$ cat config.mk
export PLATFORM = sky130hd
export DESIGN_NAME = buddy_allocator_16_units_top
export DESIGN_NICKNAME = d
export VERILOG_FILES = /design/src/rtl/buddy_pkg.sv /design/src/rtl/buddy_allocator_16_units_top.sv
export SDC_FILE = /design/constraint.sdc
export NUM_CORES = 1
export LEC_CHECK = 0
export BUFFER_PORTS_ARGS = -buffer_cell sky130_fd_sc_hd__buf_2
export CORE_ASPECT_RATIO = 0.75
export CORE_MARGIN = 8
export CORE_UTILIZATION = 56
export DETAILED_ROUTE_END_ITERATION = 8
export PLACE_DENSITY_LB_ADDON = 0.25
export SYNTH_ARGS = -nofsm -noshare
export SYNTH_HDL_FRONTEND = slang
export SYNTH_SLANG_ARGS = --single-unit
$ cat constraint.sdc
create_clock -name i_clk -period 4.1 [get_ports i_clk]
set_clock_uncertainty 0.15 [all_clocks]
set_input_delay 0 -clock i_clk [delete_from_list [all_inputs] [get_ports i_clk]]
set_output_delay 0 -clock i_clk [all_outputs]
set_load 0.01 [all_outputs]
$ cat src/rtl/buddy_pkg.sv
package buddy_pkg;

    localparam int REQ_BITS   = 1;
    localparam int OWNER_W    = 8;
    localparam int SIZE_BITS  = 5;
    localparam int ADDR_BITS  = 4;
    localparam int ORDER_BITS = 3;
    localparam int STAT_BITS  = 2;

    localparam logic [REQ_BITS-1:0] REQ_ALLOC = 1'b0;
    localparam logic [REQ_BITS-1:0] REQ_FREE  = 1'b1;

    localparam logic [STAT_BITS-1:0] ST_OK        = 2'd0;
    localparam logic [STAT_BITS-1:0] ST_NO_MEM    = 2'd1;
    localparam logic [STAT_BITS-1:0] ST_BAD_SIZE  = 2'd2;
    localparam logic [STAT_BITS-1:0] ST_NOT_FOUND = 2'd3;

    localparam int IN_BYTES  = (REQ_BITS + OWNER_W + SIZE_BITS + 7) / 8;
    localparam int OUT_BYTES = (ADDR_BITS + ORDER_BITS + STAT_BITS + 7) / 8;

    typedef struct packed {
        logic [ADDR_BITS-1:0]  addr;
        logic [ORDER_BITS-1:0] order;
        logic [STAT_BITS-1:0]  status;
    } t_result;

endpackage

$ cat src/rtl/buddy_allocator_16_units_top.sv
// Buddy allocator over a table of memory units held in one synchronous RAM
// (start flag, order, used flag, owner per unit). Each transaction is either
// an allocate (owner, size 1..2^MAX_ORDER) or a free (owner) and returns one
// result: start unit, order and status. Transactions are handled one at a
// time by a sequencer that walks the unit table through the single RAM port:
// one scan of MEM_UNITS entries (one read per cycle), then one write per
// split level, or one read and up to three writes per merge level, with up to
// MAX_ORDER merge levels per free. The sequencer waits in its output state
// while an earlier result is still held by the receiver. After reset a
// clearing pass over all MEM_UNITS entries rebuilds the table before the
// first transaction is taken. A finished result sits in an output
// register while the next transaction may already be accepted.
module buddy_allocator_16_units_top #(
    parameter int MEM_UNITS  = 16,
    parameter int MAX_ORDER  = 4,
    parameter int OWNER_BITS = 8
) (
    input  logic        i_clk,
    input  logic        i_rst_n,
    input  logic        s_axis_tvalid,
    output logic        s_axis_tready,
    // [0] req_type, [8:1] owner_id, [13:9] request_size, zero pad
    input  logic [15:0] s_axis_tdata,
    output logic        m_axis_tvalid,
    input  logic        m_axis_tready,
    // [3:0] block_addr, [6:4] block_order, [8:7] status, zero pad
    output logic [15:0] m_axis_tdata
);
    import buddy_pkg::*;

    localparam int AW  = $clog2(MEM_UNITS);
    localparam int CW  = $clog2(MEM_UNITS + 1);
    localparam int OW  = $clog2(MAX_ORDER + 1);
    localparam int FW  = $clog2(MEM_UNITS + 1) + 1;
    localparam int EW  = 1 + OW + 1 + OWNER_BITS;
    localparam int BLK = 1 << MAX_ORDER;

    localparam logic [3:0] S_CLEAR = 4'd0;
    localparam logic [3:0] S_IDLE  = 4'd1;
    localparam logic [3:0] S_SCAN  = 4'd2;
    localparam logic [3:0] S_DEC   = 4'd3;
    localparam logic [3:0] S_SPLIT = 4'd4;
    localparam logic [3:0] S_TAKE  = 4'd5;
    localparam logic [3:0] S_FREE  = 4'd6;
    localparam logic [3:0] S_MRD   = 4'd7;
    localparam logic [3:0] S_MCHK  = 4'd8;
    localparam logic [3:0] S_MWR   = 4'd9;
    localparam logic [3:0] S_OUT   = 4'd10;
    localparam logic [3:0] S_WAIT  = 4'd11;

    // entry: {start, order, used, owner}
    logic [EW-1:0] mem [MEM_UNITS];
    logic [EW-1:0] r_rd;
    logic          mem_we;
    logic [AW-1:0] mem_wa, mem_ra;
    logic [EW-1:0] mem_wd;

    logic [3:0]            r_st, n_st;
    logic [CW-1:0]         r_cnt, n_cnt;
    logic [AW-1:0]         r_pa, n_pa;
    logic                  r_req, n_req;
    logic [OWNER_BITS-1:0] r_own, n_own;
    logic [SIZE_BITS-1:0]  r_size, n_size;
    logic [OW-1:0]         r_need, n_need;
    logic                  r_found, n_found;
    logic [AW-1:0]         r_best, n_best;
    logic [OW-1:0]         r_bord, n_bord;
    logic [FW-1:0]         r_sum, n_sum;
    t_result               r_res, n_res;
    logic                  r_mv, n_mv;
    t_result               r_out;

    logic          e_start, e_used;
    logic [OW-1:0] e_ord;
    logic [OWNER_BITS-1:0] e_own;
    logic [AW-1:0] prev_a, buddy;
    logic [AW:0]   upper;
    logic          acc;

    always_ff @(posedge i_clk) begin
        if (mem_we) begin
            mem[mem_wa] <= mem_wd;
        end
        r_rd <= mem[mem_ra];
    end

    assign e_start = r_rd[EW-1];
    assign e_ord   = r_rd[EW-2 -: OW];
    assign e_used  = r_rd[OWNER_BITS];
    assign e_own   = r_rd[OWNER_BITS-1:0];
    assign prev_a  = AW'(r_cnt - CW'(1));
    assign buddy   = r_pa ^ AW'((AW+1)'(1) << r_bord);
    assign upper   = (AW+1)'(r_best) + ((AW+1)'(1) << (r_bord - OW'(1)));

    assign s_axis_tready = (r_st == S_IDLE);
    assign acc = s_axis_tvalid && s_axis_tready;

    always_comb begin
        n_st = r_st; n_cnt = r_cnt; n_pa = r_pa; n_req = r_req; n_own = r_own;
        n_size = r_size; n_need = r_need; n_found = r_found; n_best = r_best;
        n_bord = r_bord; n_sum = r_sum; n_res = r_res; n_mv = r_mv;
        mem_we = 1'b0; mem_wa = '0; mem_wd = '0; mem_ra = '0;
        if (r_mv && m_axis_tready) begin
            n_mv = 1'b0;
        end
        unique case (r_st)
            S_CLEAR: begin
                mem_we = 1'b1;
                mem_wa = AW'(r_cnt);
                mem_wd = ((r_cnt % BLK) == 0 &&
                          (CW+1)'(r_cnt) + (CW+1)'(BLK) <= (CW+1)'(MEM_UNITS))
                    ? {1'b1, OW'(MAX_ORDER), 1'b0, OWNER_BITS'(0)} : '0;
                n_cnt = r_cnt + CW'(1);
                if (r_cnt == CW'(MEM_UNITS - 1)) begin
                    n_st = S_IDLE;
                end
            end
            S_IDLE: begin
                if (acc) begin
                    n_req   = s_axis_tdata[0];
                    n_own   = OWNER_BITS'(s_axis_tdata[8:1]);
                    n_size  = s_axis_tdata[13:9];
                    n_need  = '0;
                    for (int k = 1; k <= MAX_ORDER; k++) begin
                        if ((32'd1 << (k - 1)) < 32'(s_axis_tdata[13:9])) begin
                            n_need = OW'(k);
                        end
                    end
                    n_found = 1'b0;
                    n_sum   = '0;
                    n_cnt   = '0;
                    n_st    = S_SCAN;
                end
            end
            S_SCAN: begin
                // read issued at r_cnt, data of r_cnt-1 present
                mem_ra = AW'(r_cnt);
                if (r_cnt != '0) begin
                    if (e_start && !e_used) begin
                        n_sum = r_sum + FW'((CW+1)'(1) << e_ord);
                        if (r_req == REQ_ALLOC && e_ord >= r_need &&
                            (!r_found || e_ord < r_bord)) begin
                            n_found = 1'b1; n_best = prev_a; n_bord = e_ord;
                        end
                    end
                    if (r_req == REQ_FREE && !r_found && e_start && e_used
                        && e_own == r_own) begin
                        n_found = 1'b1; n_best = prev_a; n_bord = e_ord;
                    end
                end
                n_cnt = r_cnt + CW'(1);
                if (r_cnt == CW'(MEM_UNITS)) begin
                    n_st = S_DEC;
                end
            end
            S_DEC: begin
                n_st = S_OUT;
                if (r_req == REQ_FREE) begin
                    if (!r_found) begin
                        n_res = '{addr: '0, order: '0, status: ST_NOT_FOUND};
                    end else begin
                        n_res = '{addr: ADDR_BITS'(r_best), order: ORDER_BITS'(r_bord),
                                  status: ST_OK};
                        n_pa = r_best;
                        n_st = S_FREE;
                    end
                end else if (r_size == '0 || 32'(r_size) > BLK) begin
                    n_res = '{addr: '0, order: '0, status: ST_BAD_SIZE};
                end else if (r_sum < FW'(r_size) || !r_found) begin
                    n_res = '{addr: '0, order: '0, status: ST_NO_MEM};
                end else begin
                    n_st = S_SPLIT;
                end
            end
            S_SPLIT: begin
                if (r_bord > r_need) begin
                    n_bord = r_bord - OW'(1);
                    if (upper < (AW+1)'(MEM_UNITS)) begin
                        mem_we = 1'b1;
                        mem_wa = AW'(upper);
                        mem_wd = {1'b1, OW'(r_bord - OW'(1)), 1'b0, OWNER_BITS'(0)};
                    end
                end else begin
                    n_st = S_TAKE;
                end
            end
            S_TAKE: begin
                mem_we = 1'b1;
                mem_wa = r_best;
                mem_wd = {1'b1, r_bord, 1'b1, r_own};
                n_res = '{addr: ADDR_BITS'(r_best), order: ORDER_BITS'(r_bord),
                          status: ST_OK};
                n_st = S_OUT;
            end
            S_FREE: begin
                mem_we = 1'b1;
                mem_wa = r_pa;
                mem_wd = {1'b1, r_bord, 1'b0, OWNER_BITS'(0)};
                n_st = S_MRD;
            end
            S_MRD: begin
                if (r_bord >= OW'(MAX_ORDER) ||
                    (AW+1)'(buddy) >= (AW+1)'(MEM_UNITS) ||
                    (r_pa & AW'((AW+1)'(1) << r_bord)) != 0 &&
                    (AW+1)'(r_pa) >= (AW+1)'(MEM_UNITS)) begin
                    n_st = S_OUT;
                end else begin
                    mem_ra = buddy;
                    n_st = S_MCHK;
                end
            end
            S_MCHK: begin
                if (e_start && !e_used && e_ord == r_bord) begin
                    mem_we = 1'b1;
                    mem_wa = buddy;
                    mem_wd = '0;
                    n_st = S_MWR;
                end else begin
                    n_st = S_OUT;
                end
            end
            S_MWR: begin
                mem_we = 1'b1;
                mem_wa = r_pa;
                mem_wd = '0;
                // low half written as the merged block in S_WAIT
                n_pa = r_pa & buddy;
                n_bord = r_bord + OW'(1);
                n_st = S_WAIT;
            end
            S_WAIT: begin
                mem_we = 1'b1;
                mem_wa = r_pa;
                mem_wd = {1'b1, r_bord, 1'b0, OWNER_BITS'(0)};
                n_st = S_MRD;
            end
            S_OUT: begin
                if (!r_mv || m_axis_tready) begin
                    n_mv = 1'b1;
                    n_st = S_IDLE;
                end
            end
            default: n_st = S_IDLE;
        endcase
    end

    always_ff @(posedge i_clk) begin
        if (!i_rst_n) begin
            r_st <= S_CLEAR;
            r_cnt <= '0;
            r_mv <= 1'b0;
        end else begin
            r_st <= n_st;
            r_cnt <= n_cnt;
            r_mv <= n_mv;
        end
        r_pa <= n_pa; r_req <= n_req; r_own <= n_own; r_size <= n_size;
        r_need <= n_need; r_found <= n_found; r_best <= n_best; r_bord <= n_bord;
        r_sum <= n_sum; r_res <= n_res;
        if (r_st == S_OUT && (!r_mv || m_axis_tready)) begin
            r_out <= r_res;
        end
    end

    assign m_axis_tvalid = r_mv;
    assign m_axis_tdata  = {7'd0, r_out.status, r_out.order, r_out.addr};

endmodule

# Yosys cells after proc, flatten, opt, wreduce, memory -nomap -nowiden
# Memories as Yosys holds them, arrays and structs flattened. A register that Yosys moved wholly into a read port is not among the register bits.
# Index checks and enable logic that the tools add are counted.
# classes
shifts	3
reduce_logical	43
n_lt_le_gt_ge	12
addsub	7
mux	63
eq_ne	28
bitwise_logic	3
# op_table
op	count
$mux W4	18
$pmux W13 S4	1
$pmux W4 S11	1
$mux W13	3
$mux W9	4
$logic_not A32 Y1	1
$mux W3	7
$pmux W4 S5	1
$mux W6	3
$ne A2 B2 Y1 const B	9
$pmux W9 S2	1
$eq A4 B3 Y1 const B	4
$eq A4 B4 Y1 const B	4
$pmux W4 S2	2
$reduce_and A5 Y1	3
$mux W1	14
$logic_and A1 B1 Y1	12
$pmux W6 S2	1
$reduce_bool A2 Y1	6
$pmux W5 S2	1
$pmux W3 S3	1
$eq A4 B2 Y1 const B	2
$eq A8 B8 Y1	1
$reduce_and A4 Y1	2
47 further kinds	57
# word_totals
in_bits	20
out_inout_bits	18
register_bits	63
ram_bits	208
word_cells	178
mem_count	1
# mem_list
name	depth	word_bits	read_ports	rd_clocked_by_memory_dff	wr	line_no	source
mem	16	13	1	1	1	buddy_allocator_16_units_top.sv:52	logic [EW-1:0] mem [MEM_UNITS];

# Depth between registers and ports, before layout
# Gate-level depths: netlist of the first run.
# logic_depth
word_depth	9
depth_mapped	12
depth_no_buf	12

# Worst setup path before layout of the first run
# OpenSTA, ideal clock, no wires.
# synth_timing
kind	register to register
start	reg r_bord[0]
end	mem mem[0][0] in the netlist's numbering, enable pin
path_stages_with_launch	13
n_path_buf	0
period_less_slack_ns	3.882
arrival_ns	3.350
slack_ns	0.218
setup_ns	0.382
t_required_ns	3.568
cell_sequence	edfxtp_1 > inv_1 > ha_1 > ha_1 > and2_1 > ha_1 > fa_1 > nand3_1 > and3_1 > o221ai_1 > nor3b_1 > o311ai_0 > nor2_1
# synth_between
elab_chain_cells	9
elab_cells_between_ends	19
cone_classes	add/sub: 2; order compare: 2; eq/ne: 1; shift: 2; mux: 10; bitwise: 1; reduce/logical: 1
# synth_lines
element	line_no	source
from (decl)	buddy_allocator_16_units_top.sv:67	logic [OW-1:0] r_bord, n_bord;
from (signal assigned)	buddy_allocator_16_units_top.sv:258	r_need <= n_need; r_found <= n_found; r_best <= n_best; r_bord <= n_bord;
$sub A3 B1 Y3	buddy_allocator_16_units_top.sv:93	assign upper = (AW+1)'(r_best) + ((AW+1)'(1) << (r_bord - OW'(1)));
$shl A1 B3 Y5	buddy_allocator_16_units_top.sv:93	
$add A4 B5 Y5	buddy_allocator_16_units_top.sv:93	
$lt A5 B5 Y1	buddy_allocator_16_units_top.sv:178	if (upper < (AW+1)'(MEM_UNITS)) begin
$mux W1	buddy_allocator_16_units_top.sv:178	
$mux W1	buddy_allocator_16_units_top.sv:176	if (r_bord > r_need) begin
$pmux W1 S3	buddy_allocator_16_units_top.sv:106	unique case (r_st)
$mux W1	buddy_allocator_16_units_top.sv:81	if (mem_we) begin
$mux W1 (implied by the code)	buddy_allocator_16_units_top.sv:82	mem[mem_wa] <= mem_wd;
to (decl)	buddy_allocator_16_units_top.sv:52	
# Parallel ways exist; a longest one is shown, timed or not.

# Final worst setup path of the first run
# layout_timing
start	reg r_bord[1]
end	mem mem[5][4] in the netlist's numbering, enable pin
# Same word-level chain as after synthesis.

==> flow_summary.json, run 1 <==
{
  "outcome": "complete, no violations",
  "final_layout_size_suffix_gt1_frac": 0.137,
  "setup_viol": 0,
  "p_sw_mw": 1.23,
  "cp_top_family": "adder cells",
  "yosys_warnings": 0,
  "fmax_ghz": 0.253,
  "diodes": 0,
  "cp_num_buf_inv": 3,
  "avgRoutedWirePerCell_um": 21.3,
  "routabilityCongestion": 0.926,
  "period_share": 0.963,
  "vias_per_cell": 6.02,
  "clkTransAtPathRegs_ns": 0.07,
  "slowest_delay_ns": 0.49,
  "cts_root_buffer": "clkbuf_16",
  "clock_latency_ns": 0.54,
  "fin_nets": 1103,
  "die_w_um": 190,
  "arrival_ns": 4.04,
  "die-area_mm2": 0.0279,
  "worst_pin_slew_ns": 1.08,
  "chipHeight_um": 147,
  "drv_slew": 0,
  "fin_total_pwr_mw": 5.97,
  "vias": 8158,
  "synthDistinctLibCells": 70,
  "syn-cell-area_mm2": 0.0127,
  "max_slew_margin": 0.277,
  "grt_max_degree": 53,
  "syn_inst": 965,
  "synth_ff_type": "edfxtp_1",
  "syn_area_per_cell_um2": 13.2,
  "worstSetupPathType": "flip-flop to flip-flop",
  "required_ns": 4.19,
  "rows": 47,
  "tns_ns": 0,
  "drtAntennaViolNets": 0,
  "gr-total-overflow": 0,
  "ys_seq_area_frac": 0.651,
  "irDropWorstVdd_v": 0.000381,
  "mostFrequentLayoutCell": "edfxtp_1",
  "synth_edf_count": 261,
  "synth.ff_latch_count": 284,
  "seq_power_share": 0.543,
  "cap_violations": 0,
  "power-per-cell-area_mw_per_mm2": 415,
  "async_reset_ff_frac": 0,
  "mostFrequentLayoutCells": "edfxtp_1 (261), nand2_1 (145), mux2i_1 (54), buf_4 (45), nand3_1 (44)",
  "drc": 0,
  "io_pins": 38,
  "grt_pass1_vias": 7566,
  "critPathLaunchType": "flip-flop",
  "clockPowerShare": 0.414,
  "cts_buffers": 27,
  "hold_path.class": "input port to flip-flop",
  "post-dp-hpwl_um": 19400,
  "p_leak_nw": 5.04,
  "antenna_found_initial": 0,
  "cts_tree": "built",
  "port_buffers": 28,
  "coreArea_mm2": 0.0222,
  "critPathCaptureType": "flip-flop",
  "worst_slack_ns": 0.153,
  "path_cells": "inv_1, ha_1, ha_1, and2_1, ha_1, fa_1, nand3_1, and3_1, o221ai_1, buf_4, o21ai_0, nand3_1, nor2_1, buf_4",
  "grt_util_all_layers": 0.204,
  "intPower_mw": 4.74,
  "cp_max_fo": 7,
  "cts-htree-levels": 1,
  "clk_path_buf_depth": 3,
  "slowest_stage": "edfxtp_1",
  "wirelength_um": 28800,
  "clock-sinks": 284,
  "final-hold-violation-count": 0,
  "min_period_ns": 3.95,
  "pwr-share-comb": 0.043,
  "regToRegSetupSlack_ns": 0.15,
  "drt_iter0_drc": 1076,
  "drtPass1Iterations": 5,
  "place_ws_ns": 0.246,
  "layout-area-overhead-vs-synth_pct": 12.9,
  "ctsResizeCount": 0,
  "p_sw_frac": 0.206,
  "initial_core_util": 0.574,
  "critPathMostFrequentCell": "ha_1",
  "grt_pass1_wl_um": 44500
}
metal layers:
| metal | wire length (µm) | vias to the layer above | GRT usage | part of all wire |
|---|---|---|---|---|
| li1 | - | 3754 | - | - |
| met1 | 14000 | 4011 | 0.337 | 0.48 |
| met2 | 11800 | 356 | 0.274 | 0.41 |
| met3 | 2680 | 37 | 0.0359 | 0.093 |
| met4 | 418 | 0 | 0.0368 | 0.015 |
| met5 | 0 | - | 0 | 0 |
layout make-up:
class | instances | area, µm²
sequential | 284 | 8300
fill | 1615 | 7840
multi-input combinational | 606 | 4070
clock buffer | 35 | 726
timing repair buffer | 92 | 678
tap | 294 | 368
clock inverter | 13 | 141
inverter | 31 | 116
cell families after synthesis:
logic type / synth area share
xor gates and xnor gates: 0.0124
DFF: 0.651
buffers and inverters: 0.0327
and+or+nand+nor: 0.132
adders and majority gates: 0.0414
AOI/OAI and AO/OA: 0.0867
muxes: 0.0433
other: 0.000294
power groups by stage:
| stage | Sequential [mW] | Combinational [mW] | Clock, mW |
|---|---|---|---|
| final | 3.24 | 0.259 | 2.47 |
| after global routing | 3.25 | 0.283 | 2.61 |
| after CTS | 3.24 | 0.254 | 2.50 |
| after detailed placement | 3.30 | 0.240 | 0 |
| after global placement | 3.30 | 0.233 | 0 |
| after floorplan | 3.29 | 0.153 | 0 |
through the flow:
stage	cell area, µm²	util	hold WS, ns	std cells
floorplan	12800	-	-0.0511	971
global placement	13300	0.599	0.0269	1285
detailed placement	13300	0.599	0.0283	1285
CTS	14400	0.646	0.00657	1351
global route	14400	0.648	0.0355	1355
finish	14400	0.648	0.0281	1355
worst paths after layout:
path / startpoint / end / cells past startpoint
setup reg to reg: r_bord[1] / mem[5][4] / 14
hold reg to reg: r_res[0] / m_axis_tdata[7] / 0
setup / recovery: r_bord[1] / mem[5][4] / 14
hold / removal: s_axis_tdata[3] / r_own[2] / 2
registers in the layout (all words and copies together) (netlist names), 5 cells and up:
register      flops
mem             208
r_res             9
m_axis_tdata      9
r_own             8
r_sum             6
r_cnt             5
r_size            5
r_rd             13
cells in the mapped netlist (11+ instances only):
master,number,area share
a21oi_1,27,0.011
and3_1,11,0.0054
ha_1,39,0.038
mux2i_1,54,0.042
nor3_1,12,0.0047
and2_1,24,0.012
o21ai_0,21,0.0082
nand4_1,13,0.0064
clkbuf_1,19,0.0056
nand3_1,44,0.017
buf_4,15,0.0088
a32oi_1,23,0.016
a221oi_2,11,0.013
nand2_1,145,0.043
inv_1,30,0.0088
edfxtp_1,261,0.61
dfxtp_1,23,0.036
nor2_1,43,0.013
nor2b_1,13,0.0064
what timing repair did:
action	in CTS	in global routing
hold buffers	18	0
hold endpoints to repair	28	0
buffers inserted	0	4
setup endpoints to repair	0	52
(Power assumes the default switching activity.)
==> run 2: changes to the inputs <==
==> constraint.sdc (replaced) <==
create_clock -name i_clk -period 4.1 [get_ports i_clk]
set_clock_uncertainty 0.15 [all_clocks]
set_input_delay 0 -clock i_clk [delete_from_list [all_inputs] [get_ports i_clk]]
set_output_delay 0 -clock i_clk [all_outputs]
set_load 0.1 [all_outputs]
==> run 2 against run 1 <==
Maximum frequency grew 3.3%. Via count about the same. Sequential power barely moved. Clock power about the same. Core utilization grew 0.051 points. Die area unchanged. Global-route usage is 0.42 points higher. Largest power group unchanged.
==> flow_summary.json, run 2 (synthesis gave the netlist of run 1 again) <==
{
  "min_period_ns": 3.82,
  "grt_pass1_wl_um": 45100,
  "final-hold-violation-count": 0,
  "die-area_mm2": 0.0279,
  "dp.cells": 1284,
  "period_share": 0.932,
  "slowest_stage": "fa_1",
  "port_buffers": 28,
  "largest_reg_flops": 208,
  "gr-total-overflow": 0,
  "clkTransAtPathRegs_ns": 0.06,
  "whs_ns": 0.0287,
  "drc": 0,
  "regMostFlops": "mem",
  "power-per-cell-area_mw_per_mm2": 417,
  "hold_start": "s_axis_tdata[0]",
  "drtPass1Iterations": 5,
  "place_ws_ns": 0.226,
  "cp_max_fo": 13,
  "setup_viol": 0,
  "fin_total_pwr_mw": 6.00,
  "required_ns": 4.17,
  "cts-htree-levels": 1,
  "wirelength_um": 29300,
  "post-route-util": 0.648,
  "nFillCells": 1631,
  "antenna_found_initial": 0,
  "worst_slack_ns": 0.279,
  "initial_core_util": 0.574,
  "worstSetupPathType": "flip-flop to flip-flop",
  "clk_path_buf_depth": 3,
  "ctsResizeCount": 0,
  "tns_ns": 0,
  "grt_pass1_vias": 7554,
  "post-dp-hpwl_um": 19800,
  "grt_util_all_layers": 0.208,
  "mostFrequentLayoutCell": "edfxtp_1",
  "die_w_um": 190,
  "worst_pin_slew_ns": 1.04,
  "critPathMostFrequentCell": "ha_1",
  "vias": 8152,
  "r2r_start": "r_bord[0]",
  "drt_iter0_drc": 832,
  "outcome": "complete, no violations",
  "mostFrequentLayoutCells": "edfxtp_1 (261), nand2_1 (145), mux2i_1 (54), nand3_1 (44), nor2_1 (43)",
  "p_leak_nw": 5.03,
  "rows": 47,
  "final_cells": 1353,
  "clock-sinks": 284,
  "cap_violations": 0,
  "final_layout_size_suffix_gt1_frac": 0.133,
  "cts_buffers": 27,
  "max_slew_margin": 0.305,
  "io_pins": 38,
  "clock_latency_ns": 0.53,
  "slowest_delay_ns": 0.41,
  "cts_root_buffer": "clkbuf_16",
  "chipHeight_um": 147,
  "place_area_mm2": 0.0133,
  "routabilityCongestion": 0.902,
  "critPathCaptureType": "flip-flop",
  "grt_max_degree": 65,
  "cts_tree": "built",
  "fin_nets": 1100,
  "startpoint": "r_bord[0]",
  "diodes": 0,
  "path_cells": "inv_1, ha_1, ha_1, and2_1, ha_1, fa_1, nand3_1, and3_1, o221ai_1, nor3b_1, o311ai_0, buf_4, nor2_1, buf_4",
  "fmax_ghz": 0.262,
  "layout-area-overhead-vs-synth_pct": 13.0,
  "avgRoutedWirePerCell_um": 21.7,
  "critPathLaunchType": "flip-flop",
  "arrival_ns": 3.89,
  "reg_top3": "mem (208), r_rd (13)",
  "drv_slew": 0,
  "coreArea_mm2": 0.0222,
  "drtAntennaViolNets": 0,
  "rsz0062_at_grt": "no",
  "finalInstanceArea_mm2": 0.0144,
  "hold_path.class": "input port to flip-flop",
  "irDropWorstVdd_v": 0.000423,
  "vias_per_cell": 6.03
}
## run 2: critical path, delay by kind of cell, from the launching register on
| kind | cells | cell delay (ns) |
|---|---|---|
| AOI/OAI and AO/OA | 2 | 0.34 |
| DFF | 1 | 0.38 |
| and+or+nand+nor | 5 | 0.82 |
| buffers and inverters | 3 | 0.67 |
| adders and majority gates | 4 | 1.15 |
## run 2: final cells by class
cell class                 instances  area (µm²)  area share
sequential                       284        8300       0.576
multi-input combinational        606        4070       0.283
clock inverter                     9        97.6     0.00677
tap                              294         368      0.0255
clock buffer                      40         786      0.0545
inverter                          31         116     0.00808
timing repair buffer              89         668      0.0464
## run 2: power breakdown
part / leakage (nW) / switching, mW / internal, mW
registers: 2.37 / 0.0314 / 3.21
clock network: 0.434 / 1.02 / 1.45
logic: 2.23 / 0.191 / 0.0963
total: 5.03 / 1.24 / 4.76
## run 2: repair_timing
item                       CTS  global route
setup endpoints to repair    0            99
hold buffers                18             0
hold endpoints to repair    28             0
buffers inserted             0             2
## run 2: final timing paths
check / cells past startpoint / slack (ns) / endpoint
max: 14 / 0.28 / mem[2][0]
min reg2reg: 0 / 0.27 / m_axis_tdata[8]
max reg2reg: 14 / 0.28 / mem[2][0]
min: 2 / 0.03 / r_req
## run 2: routing by layer
layer	up-vias	track usage	share of wire
met5	-	0	0
met4	0	0.0368	0.014
li1	3737	-	-
met1	3967	0.328	0.46
met2	415	0.282	0.41
met3	33	0.0590	0.12
==> run 3: changes to the inputs <==
==> constraint.sdc (replaced) <==
create_clock -name i_clk -period 3.45 [get_ports i_clk]
set_clock_uncertainty 0.15 [all_clocks]
set_input_delay 0 -clock i_clk [delete_from_list [all_inputs] [get_ports i_clk]]
set_output_delay 0 -clock i_clk [all_outputs]
set_load 0.1 [all_outputs]
==> run 3 against run 2 <==
The flow now finishes with violations (negative setup slack). Hold slack worse by 0.011 ns. Critical path depth stayed put. Power is 21% higher. Clock power is 21% higher. Worst setup slack worse by 0.30 ns. Sequential cell count stayed put. Sequential share of layout area is 4.3 points lower. Non-clock buffer count is 67 higher. Cell count is 5.0% higher. Maximum frequency is 10% higher. Register-to-register slack worse by 0.30 ns. Critical path type unchanged. Largest power group unchanged.
==> flow_summary.json, run 3 (synthesis gave the netlist of run 1 again) <==
{
  "outcome": "finished, violations left",
  "violations": "negative setup slack",
  "multi_input_area_mm2": 0.00443,
  "cp_num_cells": 14,
  "slowest_delay_ns": 0.42,
  "chipHeight_um": 147,
  "r2r_start": "r_bord[0]",
  "wl_met1_um": 14500,
  "met2WireLength_um": 14400,
  "worst-r2r-cell-count": 14,
  "grt_util_all_layers": 0.226,
  "antenna_found_initial": 0,
  "wl_met3_um": 3620,
  "layout-area-overhead-vs-synth_pct": 22.1,
  "vias": 8639,
  "final_cells": 1420,
  "cts_buffers": 27,
  "place_area_mm2": 0.0141,
  "worst_pin_slew_ns": 0.876,
  "period_share": 1.01,
  "final_layout_size_suffix_gt1_frac": 0.227,
  "arrival_ns": 3.57,
  "die_w_um": 190,
  "cp_top_family": "simple AND/OR/NAND/NOR gates",
  "cp_max_fo": 6,
  "finalInstanceArea_mm2": 0.0156,
  "initial_core_util": 0.574,
  "critPathMostFrequentCell": "ha_4",
  "drtPass1Iterations": 5,
  "dp.cells": 1344,
  "whs_ns": 0.0172,
  "cap_violations": 0,
  "post-dp-hpwl_um": 21800,
  "post-route-util": 0.701,
  "regToRegSetupSlack_ns": -0.02,
  "reg_top3": "mem (208), r_rd (13)",
  "fmax_ghz": 0.288,
  "largest_reg_flops": 208,
  "critPathCaptureType": "flip-flop",
  "avgRoutedWirePerCell_um": 23.3,
  "mostFrequentLayoutCells": "edfxtp_1 (261), nand2_1 (144), buf_4 (83), mux2i_1 (54), nand3_1 (42)",
  "nFillCells": 1488,
  "hold_depth": 2,
  "diodes": 0,
  "power-per-cell-area_mw_per_mm2": 466,
  "io_pins": 38,
  "critPathLaunchType": "flip-flop",
  "grt_pass1_wl_um": 48300,
  "die-area_mm2": 0.0279,
  "drtAntennaViolNets": 0,
  "drv_slew": 0,
  "routed.top_layer": "met4",
  "tns_ns": -0.130,
  "rr_endpoint": "mem[0][1]",
  "regMostFlops": "mem",
  "hold_start": "s_axis_tdata[4]",
  "required_ns": 3.55,
  "grt_max_degree": 45,
  "vias_per_cell": 6.08,
  "p_leak_nw": 5.47,
  "min_to": "r_own[3]",
  "clkTransAtPathRegs_ns": 0.07,
  "fin_total_pwr_mw": 7.26,
  "drc": 0,
  "coreArea_mm2": 0.0222,
  "hold_path.class": "input port to flip-flop",
  "drt_iter0_drc": 1048,
  "clock_latency_ns": 0.55,
  "cts-htree-levels": 1,
  "clock-sinks": 284,
  "wirelength_um": 33100,
  "routabilityCongestion": 0.912,
  "rows": 47,
  "seq_area_mm2": 0.00830,
  "cts_root_buffer": "clkbuf_16",
  "cp_num_buf_inv": 4,
  "mostFrequentLayoutCell": "edfxtp_1",
  "slowest_stage": "edfxtp_1",
  "grt_pass1_vias": 8056,
  "max_slew_margin": 0.413,
  "clk_path_buf_depth": 3,
  "min_period_ns": 3.47,
  "worst_slack_ns": -0.0214,
  "fin_nets": 1167,
  "place_ws_ns": -0.0329,
  "gr-total-overflow": 0,
  "port_buffers": 28,
  "path_cells": "inv_2, ha_4, ha_4, buf_4, and2_1, ha_4, a21oi_4, and3_4, o221ai_4, nor3b_2, o311ai_4, buf_12, nor2_4, clkbuf_16",
  "irDropWorstVdd_v": 0.000528,
  "worstSetupPathType": "flip-flop to flip-flop",
  "setup_viol": 11,
  "cts_tree": "built",
  "final-hold-violation-count": 0
}
run 3: cell types whose count changed in the layout (fill, tap and decap cells not counted), sizes merged:
cell and change:
buf +65, clkbuf -8, inv +4, clkinv +3, clkinvlp +2, bufinv +1
run 3: worst reg2reg max path: cells and delay by family (launching register included):
kind                     cells  cell delay [ns]
AND/OR/NAND/NOR              4             0.91
adder cells (fa/ha/maj)      3             0.59
flip-flops                   1             0.42
AO/OA/AOI/OAI                3             0.48
buffers and inverters        4             0.61
run 3: cell type report:
type	count	share of cell area
clock inverter	19	0.0122
multi-input combinational	606	0.284
tap	294	0.0236
timing repair buffer	156	0.0948
inverter	31	0.00747
clock buffer	30	0.0447
sequential	284	0.533
run 3: per-layer routing:
layer,track usage,vias to the layer above
met2,0.329,465
met3,0.0426,43
met1,0.348,4239
li1,-,3892
met4,0.0441,0
met5,0,-
run 3: worst max-delay path by stage:
stage | from | to
4_1_cts | r_bord[1] | mem[0][2]
6_report | r_bord[0] | mem[0][1]
3_3_place_gp | r_bord[0] | mem[3][11]
5_1_grt | r_bord[1] | mem[0][8]
2_1_floorplan | r_bord[0] | mem[9][0]
3_5_place_dp | r_bord[1] | mem[3][0]
run 3: power breakdown:
group	switching (mW)	leakage [nW]	total, mW	internal, mW
registers	0.0300	2.37	3.84	3.81
logic	0.268	2.67	0.442	0.174
clock network	1.29	0.433	2.98	1.69
total	1.58	5.47	7.26	5.68
run 3: repair_timing:
item,4_1_cts,5_1_grt
pin swaps,2,11
resized for setup,4,36
setup endpoints to repair,157,219
gates cloned,0,2
buffers inserted,2,6
hold buffers,18,0
hold endpoints to repair,28,0
